==> src/rtl/core/leg_gait_phase_sequencer_macros.svh <==
// Assertion macros shared by the leg gait phase sequencer RTL.
`ifndef LEG_GAIT_PHASE_SEQUENCER_MACROS_SVH
`define LEG_GAIT_PHASE_SEQUENCER_MACROS_SVH

// Same-cycle implication, disabled while reset is asserted
`define LGPS_ASSERT_SAME(label, clk, rst_n, ante, cons) \
    label: assert property (@(posedge clk) disable iff (!rst_n) (ante) |-> (cons)) \
        else $error("lgps: same-cycle check failed");

// Next-cycle implication, disabled while reset is asserted
`define LGPS_ASSERT_NEXT(label, clk, rst_n, ante, cons) \
    label: assert property (@(posedge clk) disable iff (!rst_n) (ante) |=> (cons)) \
        else $error("lgps: next-cycle check failed");

`endif

==> src/rtl/core/lgps_pkg.sv <==
// Package for the leg gait phase sequencer: types, register map and constants.
package lgps_pkg;

    // Countdown width; each configured field is cut to this many bits
    localparam int unsigned COUNT_WIDTH  = 16;
    localparam int unsigned NUM_LEGS     = 4;
    localparam int unsigned NUM_PHASES   = 6;
    localparam int unsigned FIELD_W      = 16;
    localparam int unsigned PHASE_CODE_W = 3;
    localparam int unsigned START_PH_W   = NUM_LEGS * PHASE_CODE_W;
    localparam int unsigned VALVE_W      = 8;

    // APB register file
    localparam int unsigned APB_DATA_W   = 64;
    localparam int unsigned APB_ADDR_W   = 6;
    localparam logic [START_PH_W-1:0] START_PHASES_RST = START_PH_W'(3510);

    // ceil(d/25) = floor((d+24)/25), done as multiply by reciprocal and shift
    localparam int unsigned STANCE_DIV   = 25;
    localparam int unsigned RECIP_SHIFT  = 21;
    localparam int unsigned RECIP_W      = 17;
    localparam logic [RECIP_W-1:0] RECIP_MUL =
        RECIP_W'((2**RECIP_SHIFT + STANCE_DIV - 1) / STANCE_DIV);
    localparam int unsigned DIV_IN_W     = COUNT_WIDTH + 1;
    localparam int unsigned PROD_W       = DIV_IN_W + RECIP_W;

    typedef logic [COUNT_WIDTH-1:0] t_count;

    typedef enum logic [PHASE_CODE_W-1:0] {
        PH_DETACH     = 3'd0,
        PH_SWING_UP   = 3'd1,
        PH_SWING_DOWN = 3'd2,
        PH_ATTACH     = 3'd3,
        PH_RECOVER    = 3'd4,
        PH_STANCE     = 3'd5
    } t_phase;

    typedef enum logic [2:0] {
        REG_DETACH_COUNTS     = 3'd0,
        REG_SWING_UP_COUNTS   = 3'd1,
        REG_SWING_DOWN_COUNTS = 3'd2,
        REG_ATTACH_COUNTS     = 3'd3,
        REG_RECOVER_COUNTS    = 3'd4,
        REG_STANCE_COUNTS     = 3'd5,
        REG_START_PHASES      = 3'd6,
        REG_START_COUNTS      = 3'd7
    } t_reg_idx;

    // Negative valve bit of each leg's slot; the positive bit sits just above
    localparam logic [2:0] VALVE_NEG_POS [NUM_LEGS] = '{3'd0, 3'd6, 3'd2, 3'd4};

    // Configuration as seen by the datapath
    typedef struct packed {
        t_count [NUM_LEGS-1:0][NUM_PHASES-1:0]   dur;
        logic   [NUM_LEGS-1:0][PHASE_CODE_W-1:0] start_code;
        t_count [NUM_LEGS-1:0]                   start_count;
        t_count [NUM_LEGS-1:0]                   stance_limit;
    } t_cfg;

    // Per-leg events and valve requests
    typedef struct packed {
        logic sw_start;
        logic sw_end;
        logic set_neg;
        logic set_pos;
    } t_leg_flags;

    // Registered result word
    typedef struct packed {
        t_phase [NUM_LEGS-1:0] phase;
        t_count [NUM_LEGS-1:0] count;
        logic   [VALVE_W-1:0]  valve;
        logic                  sw_start;
        logic                  sw_end;
    } t_result;

endpackage

==> src/rtl/core/lgps_in_if.sv <==
// Command channel: one restart-or-tick word per handshake.
interface lgps_in_if;
    logic valid;
    logic ready;
    logic restart;

    modport source (output valid, output restart, input ready);
    modport sink   (input valid, input restart, output ready);
endinterface

==> src/rtl/core/lgps_out_if.sv <==
// Result channel: leg phases, countdowns, valve word and swing pulses.
interface lgps_out_if;
    logic        valid;
    logic        ready;
    logic [2:0]  leg0_phase;
    logic [2:0]  leg1_phase;
    logic [2:0]  leg2_phase;
    logic [2:0]  leg3_phase;
    logic [15:0] leg0_remaining;
    logic [15:0] leg1_remaining;
    logic [15:0] leg2_remaining;
    logic [15:0] leg3_remaining;
    logic [7:0]  valve_word;
    logic        swing_start;
    logic        swing_end;

    modport source (
        output valid, input ready,
        output leg0_phase, output leg1_phase, output leg2_phase, output leg3_phase,
        output leg0_remaining, output leg1_remaining,
        output leg2_remaining, output leg3_remaining,
        output valve_word, output swing_start, output swing_end
    );
    modport sink (
        input valid, output ready,
        input leg0_phase, input leg1_phase, input leg2_phase, input leg3_phase,
        input leg0_remaining, input leg1_remaining,
        input leg2_remaining, input leg3_remaining,
        input valve_word, input swing_start, input swing_end
    );
endinterface

==> src/rtl/core/lgps_apb_regs.sv <==
// APB register file with per-leg field extraction and stance valve limits.
module lgps_apb_regs (
    input  logic                                i_clk,
    input  logic                                i_rst_n,
    input  logic                                psel,
    input  logic                                penable,
    input  logic                                pwrite,
    input  logic [lgps_pkg::APB_ADDR_W-1:0]     paddr,
    input  logic [lgps_pkg::APB_DATA_W-1:0]     pwdata,
    output logic [lgps_pkg::APB_DATA_W-1:0]     prdata,
    output logic                                pready,
    output lgps_pkg::t_cfg                      o_cfg
);

    logic [lgps_pkg::APB_DATA_W-1:0] r_dur [lgps_pkg::NUM_PHASES];
    logic [lgps_pkg::START_PH_W-1:0] r_start_phases;
    logic [lgps_pkg::APB_DATA_W-1:0] r_start_counts;
    lgps_pkg::t_count                r_stance_limit [lgps_pkg::NUM_LEGS];

    lgps_pkg::t_reg_idx              w_idx;
    logic                            w_wr;

    assign pready = 1'b1;
    assign w_idx  = lgps_pkg::t_reg_idx'(paddr[lgps_pkg::APB_ADDR_W-1:3]);
    assign w_wr   = psel && penable && pwrite;

    // register writes
    always_ff @(posedge i_clk) begin
        if (!i_rst_n) begin
            for (int p = 0; p < lgps_pkg::NUM_PHASES; p++) begin
                r_dur[p] <= '0;
            end
            r_start_phases <= lgps_pkg::START_PHASES_RST;
            r_start_counts <= '0;
        end else if (w_wr) begin
            case (w_idx)
                lgps_pkg::REG_DETACH_COUNTS:     r_dur[0] <= pwdata;
                lgps_pkg::REG_SWING_UP_COUNTS:   r_dur[1] <= pwdata;
                lgps_pkg::REG_SWING_DOWN_COUNTS: r_dur[2] <= pwdata;
                lgps_pkg::REG_ATTACH_COUNTS:     r_dur[3] <= pwdata;
                lgps_pkg::REG_RECOVER_COUNTS:    r_dur[4] <= pwdata;
                lgps_pkg::REG_STANCE_COUNTS:     r_dur[5] <= pwdata;
                lgps_pkg::REG_START_PHASES: begin
                    r_start_phases <= pwdata[lgps_pkg::START_PH_W-1:0];
                end
                lgps_pkg::REG_START_COUNTS:      r_start_counts <= pwdata;
                default: ;
            endcase
        end
    end

    // read mux
    always_comb begin
        case (w_idx)
            lgps_pkg::REG_DETACH_COUNTS:     prdata = r_dur[0];
            lgps_pkg::REG_SWING_UP_COUNTS:   prdata = r_dur[1];
            lgps_pkg::REG_SWING_DOWN_COUNTS: prdata = r_dur[2];
            lgps_pkg::REG_ATTACH_COUNTS:     prdata = r_dur[3];
            lgps_pkg::REG_RECOVER_COUNTS:    prdata = r_dur[4];
            lgps_pkg::REG_STANCE_COUNTS:     prdata = r_dur[5];
            lgps_pkg::REG_START_PHASES: begin
                prdata = lgps_pkg::APB_DATA_W'(r_start_phases);
            end
            lgps_pkg::REG_START_COUNTS:      prdata = r_start_counts;
            default:                         prdata = '0;
        endcase
    end

    // stance valve limit ceil(d/25), registered behind the stance count register
    always_ff @(posedge i_clk) begin
        for (int l = 0; l < lgps_pkg::NUM_LEGS; l++) begin
            r_stance_limit[l] <= lgps_pkg::COUNT_WIDTH'(
                ((lgps_pkg::PROD_W'(lgps_pkg::DIV_IN_W'(
                    r_dur[5][l*lgps_pkg::FIELD_W +: lgps_pkg::COUNT_WIDTH])
                    + lgps_pkg::DIV_IN_W'(lgps_pkg::STANCE_DIV - 1)))
                 * lgps_pkg::PROD_W'(lgps_pkg::RECIP_MUL)) >> lgps_pkg::RECIP_SHIFT);
        end
    end

    // per-leg fields
    always_comb begin
        for (int l = 0; l < lgps_pkg::NUM_LEGS; l++) begin
            for (int p = 0; p < lgps_pkg::NUM_PHASES; p++) begin
                o_cfg.dur[l][p] = r_dur[p][l*lgps_pkg::FIELD_W +: lgps_pkg::COUNT_WIDTH];
            end
            o_cfg.start_code[l] =
                r_start_phases[l*lgps_pkg::PHASE_CODE_W +: lgps_pkg::PHASE_CODE_W];
            o_cfg.start_count[l] =
                r_start_counts[l*lgps_pkg::FIELD_W +: lgps_pkg::COUNT_WIDTH];
            o_cfg.stance_limit[l] = r_stance_limit[l];
        end
    end

endmodule

==> src/rtl/core/lgps_leg_step.sv <==
// Next phase, countdown, swing events and valve requests of one leg.
module lgps_leg_step (
    input  logic                                          i_restart,
    input  lgps_pkg::t_phase                              i_phase,
    input  lgps_pkg::t_count                              i_count,
    input  logic [lgps_pkg::PHASE_CODE_W-1:0]             i_start_code,
    input  lgps_pkg::t_count                              i_start_count,
    input  lgps_pkg::t_count [lgps_pkg::NUM_PHASES-1:0]   i_dur,
    input  lgps_pkg::t_count                              i_stance_limit,
    output lgps_pkg::t_phase                              o_phase,
    output lgps_pkg::t_count                              o_count,
    output lgps_pkg::t_leg_flags                          o_flags
);

    lgps_pkg::t_phase w_next_ph;
    lgps_pkg::t_count w_decr;

    // saturating countdown
    assign w_decr = (i_count != '0) ? i_count - lgps_pkg::COUNT_WIDTH'(1) : '0;

    // gait order: detach, up, down, attach, recover, stance, detach
    always_comb begin
        case (i_phase)
            lgps_pkg::PH_DETACH:     w_next_ph = lgps_pkg::PH_SWING_UP;
            lgps_pkg::PH_SWING_UP:   w_next_ph = lgps_pkg::PH_SWING_DOWN;
            lgps_pkg::PH_SWING_DOWN: w_next_ph = lgps_pkg::PH_ATTACH;
            lgps_pkg::PH_ATTACH:     w_next_ph = lgps_pkg::PH_RECOVER;
            lgps_pkg::PH_RECOVER:    w_next_ph = lgps_pkg::PH_STANCE;
            default:                 w_next_ph = lgps_pkg::PH_DETACH;
        endcase
    end

    always_comb begin
        o_phase = i_phase;
        o_count = w_decr;
        o_flags = '0;
        if (i_restart) begin
            // codes past stance load as stance
            if (i_start_code >= lgps_pkg::PHASE_CODE_W'(lgps_pkg::NUM_PHASES)) begin
                o_phase = lgps_pkg::PH_STANCE;
            end else begin
                o_phase = lgps_pkg::t_phase'(i_start_code);
            end
            o_count = i_start_count;
        end else begin
            if (w_decr == '0) begin
                o_phase          = w_next_ph;
                o_count          = i_dur[w_next_ph];
                o_flags.sw_end   = (i_phase == lgps_pkg::PH_ATTACH);
                o_flags.sw_start = (i_phase == lgps_pkg::PH_STANCE);
            end
            // valve requests from the updated phase and count
            o_flags.set_neg = (o_phase == lgps_pkg::PH_SWING_DOWN);
            o_flags.set_pos = (o_phase == lgps_pkg::PH_STANCE) && (o_count <= i_stance_limit);
        end
    end

endmodule

==> src/rtl/core/leg_gait_phase_sequencer.sv <==
// Leg gait phase sequencer: input stage, four leg step units, result register.
// A word waits in the input stage, then enters the result register once it is free.
// Throughput: one word per cycle unless the output stalls; single update stage.
// Config writes are registered; the stance limit adds one more register.
// Reset (synchronous, active low): legs in stance, countdowns and valve word zero,
// registers at reset values, both pipeline stages empty.
`include "leg_gait_phase_sequencer_macros.svh"

module leg_gait_phase_sequencer (
    input  logic                              i_clk,
    input  logic                              i_rst_n,
    lgps_in_if.sink                           i_cmd,
    lgps_out_if.source                        o_res,
    input  logic                              psel,
    input  logic                              penable,
    input  logic                              pwrite,
    input  logic [lgps_pkg::APB_ADDR_W-1:0]   paddr,
    input  logic [lgps_pkg::APB_DATA_W-1:0]   pwdata,
    output logic [lgps_pkg::APB_DATA_W-1:0]   prdata,
    output logic                              pready
);

    lgps_pkg::t_cfg                                w_cfg;

    // input stage
    logic                                          r_in_valid;
    logic                                          r_in_restart;
    logic                                          w_advance;

    // leg state
    lgps_pkg::t_phase [lgps_pkg::NUM_LEGS-1:0]     r_phase;
    lgps_pkg::t_count [lgps_pkg::NUM_LEGS-1:0]     r_count;
    logic [lgps_pkg::VALVE_W-1:0]                  r_valve;
    lgps_pkg::t_phase [lgps_pkg::NUM_LEGS-1:0]     n_phase;
    lgps_pkg::t_count [lgps_pkg::NUM_LEGS-1:0]     n_count;
    logic [lgps_pkg::VALVE_W-1:0]                  n_valve;
    lgps_pkg::t_leg_flags [lgps_pkg::NUM_LEGS-1:0] w_flags;

    // result stage
    logic                                          r_out_valid;
    logic                                          r_out_restart;
    lgps_pkg::t_result                             r_out;
    logic                                          w_leg0_down;

    lgps_apb_regs u_regs (
        .i_clk   (i_clk),
        .i_rst_n (i_rst_n),
        .psel    (psel),
        .penable (penable),
        .pwrite  (pwrite),
        .paddr   (paddr),
        .pwdata  (pwdata),
        .prdata  (prdata),
        .pready  (pready),
        .o_cfg   (w_cfg)
    );

    // the update stage moves when the result register is free or being drained
    assign w_advance   = r_in_valid && (!r_out_valid || o_res.ready);
    assign i_cmd.ready = !r_in_valid || w_advance;

    always_ff @(posedge i_clk) begin
        if (!i_rst_n) begin
            r_in_valid <= 1'b0;
        end else if (i_cmd.ready) begin
            r_in_valid <= i_cmd.valid;
        end
        if (i_cmd.valid && i_cmd.ready) begin
            r_in_restart <= i_cmd.restart;
        end
    end

    // per-leg step units
    for (genvar l = 0; l < lgps_pkg::NUM_LEGS; l++) begin : g_leg
        lgps_leg_step u_step (
            .i_restart      (r_in_restart),
            .i_phase        (r_phase[l]),
            .i_count        (r_count[l]),
            .i_start_code   (w_cfg.start_code[l]),
            .i_start_count  (w_cfg.start_count[l]),
            .i_dur          (w_cfg.dur[l]),
            .i_stance_limit (w_cfg.stance_limit[l]),
            .o_phase        (n_phase[l]),
            .o_count        (n_count[l]),
            .o_flags        (w_flags[l])
        );
    end

    // valve word: each leg owns one slot, so leg order does not matter
    always_comb begin
        n_valve = r_valve;
        for (int l = 0; l < lgps_pkg::NUM_LEGS; l++) begin
            if (w_flags[l].set_neg) begin
                n_valve[lgps_pkg::VALVE_NEG_POS[l]]                    = 1'b1;
                n_valve[{lgps_pkg::VALVE_NEG_POS[l][2:1], 1'b1}]       = 1'b0;
            end else if (w_flags[l].set_pos) begin
                n_valve[lgps_pkg::VALVE_NEG_POS[l]]                    = 1'b0;
                n_valve[{lgps_pkg::VALVE_NEG_POS[l][2:1], 1'b1}]       = 1'b1;
            end
        end
    end

    // state update and result register
    always_ff @(posedge i_clk) begin
        if (!i_rst_n) begin
            for (int l = 0; l < lgps_pkg::NUM_LEGS; l++) begin
                r_phase[l] <= lgps_pkg::PH_STANCE;
                r_count[l] <= '0;
            end
            r_valve     <= '0;
            r_out_valid <= 1'b0;
        end else begin
            if (w_advance) begin
                r_phase     <= n_phase;
                r_count     <= n_count;
                r_valve     <= n_valve;
                r_out_valid <= 1'b1;
            end else if (o_res.ready) begin
                r_out_valid <= 1'b0;
            end
        end
        if (w_advance) begin
            r_out.phase    <= n_phase;
            r_out.count    <= n_count;
            r_out.valve    <= n_valve;
            r_out.sw_start <= w_flags[0].sw_start || w_flags[1].sw_start
                           || w_flags[2].sw_start || w_flags[3].sw_start;
            r_out.sw_end   <= w_flags[0].sw_end || w_flags[1].sw_end
                           || w_flags[2].sw_end || w_flags[3].sw_end;
            r_out_restart  <= r_in_restart;
        end
    end

    // result port
    assign o_res.valid          = r_out_valid;
    assign o_res.leg0_phase     = r_out.phase[0];
    assign o_res.leg1_phase     = r_out.phase[1];
    assign o_res.leg2_phase     = r_out.phase[2];
    assign o_res.leg3_phase     = r_out.phase[3];
    assign o_res.leg0_remaining = lgps_pkg::FIELD_W'(r_out.count[0]);
    assign o_res.leg1_remaining = lgps_pkg::FIELD_W'(r_out.count[1]);
    assign o_res.leg2_remaining = lgps_pkg::FIELD_W'(r_out.count[2]);
    assign o_res.leg3_remaining = lgps_pkg::FIELD_W'(r_out.count[3]);
    assign o_res.valve_word     = r_out.valve;
    assign o_res.swing_start    = r_out.sw_start;
    assign o_res.swing_end      = r_out.sw_end;

    assign w_leg0_down = o_res.valid && !r_out_restart
                      && (r_out.phase[0] == lgps_pkg::PH_SWING_DOWN);

    // checks
    `LGPS_ASSERT_SAME(a_restart_no_swing, i_clk, i_rst_n, o_res.valid && r_out_restart, !o_res.swing_start && !o_res.swing_end)
    `LGPS_ASSERT_NEXT(a_restart_keeps_valve, i_clk, i_rst_n, w_advance && r_in_restart, $stable(r_valve))
    `LGPS_ASSERT_NEXT(a_state_holds_on_stall, i_clk, i_rst_n, !w_advance, $stable(r_phase) && $stable(r_count))
    `LGPS_ASSERT_SAME(a_leg0_down_neg_valve, i_clk, i_rst_n, w_leg0_down, o_res.valve_word[0] && !o_res.valve_word[1])

endmodule
==> src/flat_wrapper.sv <==
// flat-port wrapper written by rule: the top's interface ports become plain ports
module leg_gait_phase_sequencer_flat 
  (i_clk, i_rst_n, psel, penable, pwrite, paddr, pwdata, prdata, pready, i_cmd_valid, i_cmd_restart, i_cmd_ready, o_res_valid, o_res_ready, o_res_leg0_phase, o_res_leg1_phase, o_res_leg2_phase, o_res_leg3_phase, o_res_leg0_remaining, o_res_leg1_remaining, o_res_leg2_remaining, o_res_leg3_remaining, o_res_valve_word, o_res_swing_start, o_res_swing_end);
  lgps_in_if i_cmd_i ();
  lgps_out_if o_res_i ();
  input  logic i_clk;
  input  logic i_rst_n;
  input  logic psel;
  input  logic penable;
  input  logic pwrite;
  input  logic [lgps_pkg::APB_ADDR_W-1:0] paddr;
  input  logic [lgps_pkg::APB_DATA_W-1:0] pwdata;
  output logic [lgps_pkg::APB_DATA_W-1:0] prdata;
  output logic pready;
  input wire logic [$bits(i_cmd_i.valid)-1:0] i_cmd_valid;
  input wire logic [$bits(i_cmd_i.restart)-1:0] i_cmd_restart;
  output wire logic [$bits(i_cmd_i.ready)-1:0] i_cmd_ready;
  output wire logic [$bits(o_res_i.valid)-1:0] o_res_valid;
  input wire logic [$bits(o_res_i.ready)-1:0] o_res_ready;
  output wire logic [$bits(o_res_i.leg0_phase)-1:0] o_res_leg0_phase;
  output wire logic [$bits(o_res_i.leg1_phase)-1:0] o_res_leg1_phase;
  output wire logic [$bits(o_res_i.leg2_phase)-1:0] o_res_leg2_phase;
  output wire logic [$bits(o_res_i.leg3_phase)-1:0] o_res_leg3_phase;
  output wire logic [$bits(o_res_i.leg0_remaining)-1:0] o_res_leg0_remaining;
  output wire logic [$bits(o_res_i.leg1_remaining)-1:0] o_res_leg1_remaining;
  output wire logic [$bits(o_res_i.leg2_remaining)-1:0] o_res_leg2_remaining;
  output wire logic [$bits(o_res_i.leg3_remaining)-1:0] o_res_leg3_remaining;
  output wire logic [$bits(o_res_i.valve_word)-1:0] o_res_valve_word;
  output wire logic [$bits(o_res_i.swing_start)-1:0] o_res_swing_start;
  output wire logic [$bits(o_res_i.swing_end)-1:0] o_res_swing_end;
  assign i_cmd_i.valid = i_cmd_valid;
  assign i_cmd_i.restart = i_cmd_restart;
  assign i_cmd_ready = i_cmd_i.ready;
  assign o_res_valid = o_res_i.valid;
  assign o_res_i.ready = o_res_ready;
  assign o_res_leg0_phase = o_res_i.leg0_phase;
  assign o_res_leg1_phase = o_res_i.leg1_phase;
  assign o_res_leg2_phase = o_res_i.leg2_phase;
  assign o_res_leg3_phase = o_res_i.leg3_phase;
  assign o_res_leg0_remaining = o_res_i.leg0_remaining;
  assign o_res_leg1_remaining = o_res_i.leg1_remaining;
  assign o_res_leg2_remaining = o_res_i.leg2_remaining;
  assign o_res_leg3_remaining = o_res_i.leg3_remaining;
  assign o_res_valve_word = o_res_i.valve_word;
  assign o_res_swing_start = o_res_i.swing_start;
  assign o_res_swing_end = o_res_i.swing_end;
  leg_gait_phase_sequencer u_core (.i_clk(i_clk), .i_rst_n(i_rst_n), .i_cmd(i_cmd_i), .o_res(o_res_i), .psel(psel), .penable(penable), .pwrite(pwrite), .paddr(paddr), .pwdata(pwdata), .prdata(prdata), .pready(pready));
endmodule
==> config.mk <==
export PLATFORM = sky130hd
export DESIGN_NAME = leg_gait_phase_sequencer_flat
export DESIGN_NICKNAME = d
export VERILOG_FILES = /design/src/rtl/core/lgps_pkg.sv /design/src/rtl/core/lgps_in_if.sv /design/src/rtl/core/lgps_out_if.sv /design/src/rtl/core/lgps_apb_regs.sv /design/src/rtl/core/lgps_leg_step.sv /design/src/rtl/core/leg_gait_phase_sequencer.sv /design/src/flat_wrapper.sv
export VERILOG_INCLUDE_DIRS = /design/src /design/src/rtl/core
export SDC_FILE = /design/constraint.sdc
export NUM_CORES = 2
export LEC_CHECK = 0
export ABC_AREA = 0
export ABC_CLOCK_PERIOD_IN_PS = 9100
export BUFFER_PORTS_ARGS = -buffer_cell sky130_fd_sc_hd__buf_2
export CORE_ASPECT_RATIO = 1.4
export CORE_MARGIN = 2
export CORE_UTILIZATION = 64
export DETAILED_ROUTE_END_ITERATION = 8
export PLACE_DENSITY = 0.82
export RECOVER_POWER = 25
export SYNTH_ARGS = -nofsm -noshare
export SYNTH_HDL_FRONTEND = slang
export SYNTH_HIERARCHICAL = 1
export SYNTH_SLANG_ARGS = --single-unit
==> constraint.sdc <==
create_clock -name i_clk -period 9.1 [get_ports i_clk]
set_input_delay 1.82 -clock i_clk [delete_from_list [all_inputs] [get_ports i_clk]]
set_output_delay 1.82 -clock i_clk [all_outputs]
set_load 0.05 [all_outputs]
==> After elaboration in Yosys (flattened, before gate mapping) <==
Memory sizes are Yosys's and may differ from the RTL's.
Cells that the tools add are included.
{ "totals": {"ff_bits": 249, "ram_bits": 436, "inputBits": 78, "out_inout_bits": 153, "wordCells": 220, "memories": 2} }
{ "classes": {"n_addsub": 8, "multipliers": 4, "magnitude_cmp": 12, "n_eq_ne": 35, "n_mux": 94, "n_bitwise": 6, "n_reduce_logical": 34} }
{ "memory_table": {"columns": ["memory", "depth", "width", "rd", "rd_clocked_by_memory_dff", "write_ports", "line_no", "rtl"], "rows": [
  ["u_core.u_regs.r_dur", 6, 64, 6, 0, 6, "lgps_apb_regs.sv:15", "logic [lgps_pkg::APB_DATA_W-1:0] r_dur [lgps_pkg::NUM_PHASES];"],
  ["u_core.u_regs.r_stance_limit", 4, 13, 4, 0, 4, "lgps_apb_regs.sv:18", "lgps_pkg::t_count r_stance_limit [lgps_pkg::NUM_LEGS];"]
]} }
{ "op_table": {"columns": ["cell", "count"], "rows": [
  ["64-bit case mux with 8 select lines", 1],
  ["64-bit 2-to-1 mux", 6],
  ["16-bit 2-to-1 mux", 20],
  ["16-bit binary-select mux with 3-bit select", 4],
  ["17-bit by 17-bit multiplier with 34-bit output, second input constant", 4],
  ["16-bit by 5-bit adder with 17-bit output, second input constant", 4],
  ["16-bit less-or-equal comparator", 4],
  ["16-bit zero test", 4],
  ["16-bit nonzero test", 4],
  ["16-bit by 1-bit subtractor with 16-bit output, second input constant", 4],
  ["3-bit case mux with 5 select lines", 4],
  ["3-bit equality test, second input constant", 16],
  ["3-bit 2-to-1 mux", 16],
  ["3-bit by 2-bit equality test with 1-bit output, second input constant", 14],
  ["1-bit 2-to-1 mux", 27],
  ["2-bit 2-to-1 mux", 12],
  ["3-bit by 4-bit < comparator with 1-bit output, second input constant", 4],
  ["4-bit 2-to-1 mux", 4],
  ["3-bit by 1-bit equality test with 1-bit output, second input constant", 5],
  ["3-bit zero test", 5],
  ["3-bit >= comparator, second input constant", 4],
  ["1-bit logical AND", 8],
  ["1-bit logical OR", 8],
  ["1-bit bitwise OR", 6],
  ["other kinds (3)", 5]
]} }

==> Depth between registers and ports, before layout <==
{ "logic_depth": {"depth_word": 12, "ltp_mapped": 28, "ltp_nobuf": 27} }

==> Modules after synthesis <==
The synthesis kept the hierarchy.
{ "modules_own_cells": {"columns": ["mod", "instances", "cells_per_inst", "area_per_inst_um2", "seq_area_each_um2"], "rows": [
  ["lgps_apb_regs", 1, 4500, 46345.7, 14093.5],
  ["lgps_leg_step", 4, 335, 2284.7, 0.0],
  ["leg_gait_phase_sequencer", 1, 494, 5952.0, 4334.2]
]} }

==> Worst setup path before layout <==
Ideal clock, no wire load.
{ "synth_path": {"path_kind": "input-to-reg", "from": "in paddr[4] (netlist name)", "to": "mem u_core/u_regs/r_dur[2][0] (netlist name), enable pin", "setup_time_ps": 581, "arrival_ps": 7406, "required_time_ps": 8519, "slack_ps": 1112, "cell_stages": 5, "n_path_buf": 3, "cell_sequence": "buf_2 -> buf_2 -> clkbuf_1 -> nand2_1 -> o31ai_1"} }
{ "synth_lines": {"columns": ["item", "line_no", "rtl"], "rows": [
  ["start, declared", "flat_wrapper.sv:11", "input logic [lgps_pkg::APB_ADDR_W-1:0] paddr;"],
  ["end, declared", "lgps_apb_regs.sv:15", null]
]} }

==> run summary <==
The flow ran to the end, but the final reports show violations. The checks that failed: max-capacitance violations, max-slew violations. Post-CTS timing repair inserted 0 buffers for setup. The clock net sink count came out at 685. The remaining antenna violation count is 0. The final non-filler cell area is 0.0658 mm². The synthesized design spends more area on one cell type than any other, namely edfxtp_1.

The placement-stage cell area is 0.0636 mm². The pin count of the biggest net entering global routing came out at 82. Setup repair after global routing left no endpoint under its margin. The y dimension of the die is 371 µm. The via count of the first global-routing pass came to 50.6k. The portion of total power attributed to combinational logic is 71.6%. Data arrives at the worst endpoint at 8.46 ns. The first-pass GRT wire length came out at 290000 µm. Setup violations remaining at the end of the flow were counted as 0.

After clock tree synthesis, the clock-pin slew on the worst setup and hold paths is 0.07 ns. In this run the mean area of a mapped cell was 9.70 µm². The proportion of synthesized flip-flops having asynchronous set or reset is 0%.

The cell row count came out at 134. The clock reaches the later pin of the worst-skew pair after 0.69 ns. The violation count after the first detailed-routing iteration came out at 5346. The worst setup path is captured at a register.

The number of antenna violations at the first check in global routing is 33. In this run the cell area of the synthesized design comes to 0.0614 mm². The worst-path maximum fanout is 9.

The share of power burned in the clock network is 12.2%. After synthesis, flip-flops and latches occupy 30.0% of the total area. The final-stage net count came out at 7612.

Of the total power, the share spent switching nets is 49.3%. For this run, the number of standard cells in the final layout without fillers is 7717. The horizontal extent of the die is 266 µm. The net switching power is 12300 µW. The count of state elements after synthesis is 685.

In the routed layout, each cell is associated on average with a via count of 6.45. The congestion estimate from routability-driven global placement came to 0.949. The maximum clock insertion buffer count came out at 3. For this configuration, the core starts out at a cell density of 64.5%. The worst hold path belongs to the class reg2reg. The root buffer cell chosen for the clock tree is clkbuf_16. At the pin with the least slew margin, the transition time is 3.19 ns. The share of layout cells above drive strength 1 came out at 8.96%. The number of max-cap violations came out at 14. Wires add up to 192000 µm. The share of the core filled with cells in the final layout is 69.1%. STA classifies the critical path startpoint as a register. The library cells used most frequently in the layout, excluding fill and tap cells, are inv_1, ha_1, edfxtp_1. Data on the critical path is required at its endpoint by 9.66 ns.

The global-route usage over all layers came out at 38.8%. Summed over all cells, the static leakage comes to 0.0298 µW. Gates resized during post-CTS repair numbered 0. The number of enable-type register cells in the synthesized netlist came out at 471. Timing would allow up to 127 MHz. The detailed-router iteration count before antenna repair is 8. The number of top-level pins came out at 231. The worst slew margin relative to its limit came out at -113%. The cell total after placement is 7573. After routing, the total negative slack on setup checks comes to 0 ns. The final-report hold violation count came out at 0. The post-layout minimum cycle time is 7.90 ns. Compared with the post-synthesis result, the final layout area differs by 7.10%. The top cell type's share of synthesized area is 23.0%. The quantity of I/O buffers inserted on ports is 226. The routed via count came out at 49.8k. On the final layout, the worst clock skew is 0.0426 ns. The ratio of total power to cell area came out at 378 mW/mm². The number of max-slew violations in the final report came out at 444. The placeable core region is 0.0952 mm². The post-route clock period utilization came out at 86.9%. Sequential cells account for 16.2% of the total power.

The power consumption is 24900 µW. The remaining global-route overflow is 0. Yosys mapped the design onto 97 distinct sky130hd cell types.

The die footprint is 0.0985 mm². The final routed wire length divided by cell count is 24.9 µm. The most common flop cell mapped by yosys is edfxtp_1. After clock tree synthesis, the flow added hold-fix buffers numbering 0. The maximum VDD drop is 0.796 mV. For this run, design rule violations remaining after detail routing come to 0. The class of the most critical setup path is reg2reg. The CTS tree is done.

In this run the number of H-tree levels came out at 3. By area the synthesized netlist is led by edfxtp_1, fa_1, ha_1. The design internal power is 12600 µW. The total half-perimeter wirelength after legalization and detailed placement is 138000 µm. The library cell used most frequently in the layout, excluding fill and tap cells, is inv_1. The number of clock buffers added by TritonCTS is 68. The number of warning messages in the yosys log is 6. The gate count of the mapped netlist came out at 6334.
[logic make-up after synthesis]
group           Yosys count  share of synthesized area, %
buf+inv                1311                          8.33
fa+ha+maj              1115                          28.0
mux                     254                          4.73
simple gates           1525                          12.7
other cells               2                        0.0122
xor+xnor                211                          3.07
compound gates         1231                          13.2
flops                   685                          30.0
[stage by stage]
stage / hold slack [ns] / setup slack (ns)
5_1_grt: 0.500 / 0.815
3_5_place_dp: 0.470 / 1.39
3_3_place_gp: 0.462 / 1.47
2_1_floorplan: 0.451 / 1.11
4_1_cts: 0.481 / 1.35
6_report: 0.486 / 1.20
[critical path, stage by stage, from the launching register on]
cell and delay, ns:
edfxtp_1 0.64, inv_1 0.26, ha_1 0.33, nor2_1 0.34
nand4_1 0.21, nor2_1 0.18, xnor2_1 0.24, inv_1 0.27
ha_1 0.41, inv_1 0.08, fa_1 0.52, fa_1 0.41
inv_1 0.10, fa_1 0.45, fa_1 0.55, inv_1 0.05
fa_1 0.52, inv_1 0.06, ha_1 0.34, a21oi_1 0.21
nand2_1 0.10, a211oi_1 0.35, o211ai_1 0.28, a21oi_1 0.42
o221ai_2 0.17, a21oi_1 0.20, xnor2_1 0.08
[worst paths after layout]
check	from	end	slack, ns	cells after the start
setup / recovery	u_core/u_regs/r_dur[5][51]	u_core/u_regs/r_stance_limit[3][12]	1.20	26
hold / removal	u_core/r_valve[3]	u_core/r_valve[3]	0.49	2
setup reg to reg	u_core/u_regs/r_dur[5][51]	u_core/u_regs/r_stance_limit[3][12]	1.20	26
hold reg to reg	u_core/r_valve[3]	u_core/r_valve[3]	0.49	2
[layer usage]
layer / share of wire [%] / GRT usage, % / wire (µm) / vias to the layer above
met5: 0.098 / 0 / 189 / -
met4: 8.8 / 29.7 / 16800 / 30
met3: 11 / 9.40 / 20300 / 948
met2: 47 / 63.3 / 90000 / 3035
met1: 34 / 44.0 / 64600 / 23900
li1: - / - / - / 21900
[power by group through the flow]
stage                     clock network (µW)  logic [µW]  registers [µW]
after floorplan                            0       12800            4190
after global placement                     0       17000            4060
after detailed placement                   0       17600            4070
after CTS                               3040       17800            4000
after global routing                    3160       19900            4050
final                                   3030       17800            4020
[registers in the layout (all words and copies together) (netlist names), 8 cells and up]
signal	cells
u_core/r_valve	8
u_core/o_res.leg1_remaining	16
u_core/r_phase	12
u_core/o_res.leg3_remaining	16
u_core/u_regs/r_stance_limit	52
u_core/o_res.leg2_remaining	16
u_core/o_res.leg0_remaining	16
u_core/o_res.valve_word	8
u_core/u_regs/r_dur	384
u_core/u_regs/r_start_phases	12
u_core/u_regs/r_start_counts	64
u_core/r_count	64
[synth_stat cells, drive strengths merged (9+ instances only)]
| cell type | instances |
|---|---|
| clkbuf | 216 |
| a221oi | 79 |
| nand2 | 340 |
| xnor2 | 145 |
| ha | 682 |
| a22o | 48 |
| a21oi | 365 |
| nor4 | 37 |
| dfxtp | 214 |
| nor2 | 326 |
| buf | 91 |
| nand3 | 175 |
| a31oi | 23 |
| o21ai | 262 |
| nor2b | 27 |
| and2 | 403 |
| a22oi | 28 |
| nand2b | 17 |
| nor3 | 41 |
| xor2 | 66 |
| o22ai | 64 |
| inv | 996 |
| o211ai | 18 |
| a2111oi | 9 |
| nor3b | 15 |
| mux2i | 107 |
| or4 | 19 |
| mux4 | 16 |
| nand4 | 36 |
| edfxtp | 471 |
| a211oi | 38 |
| a21boi | 92 |
| o22a | 10 |
| o221ai | 32 |
| a21o | 58 |
| o21a | 15 |
| or2 | 26 |
| fa | 433 |
| and3 | 33 |
| nand4b | 9 |
| mux2 | 131 |
[cell type report]
cell class              count  area, µm²
fillers                  7245      29400
inverters                1004       3770
multi-input cells        4349      38000
repair buffers            311       1640
clock inverters            47        546
clock buffers              79       1830
flip-flops and latches    685      18400
well taps                1224       1530
diodes                     18       45.0
Power figures use the tool's default switching activity.
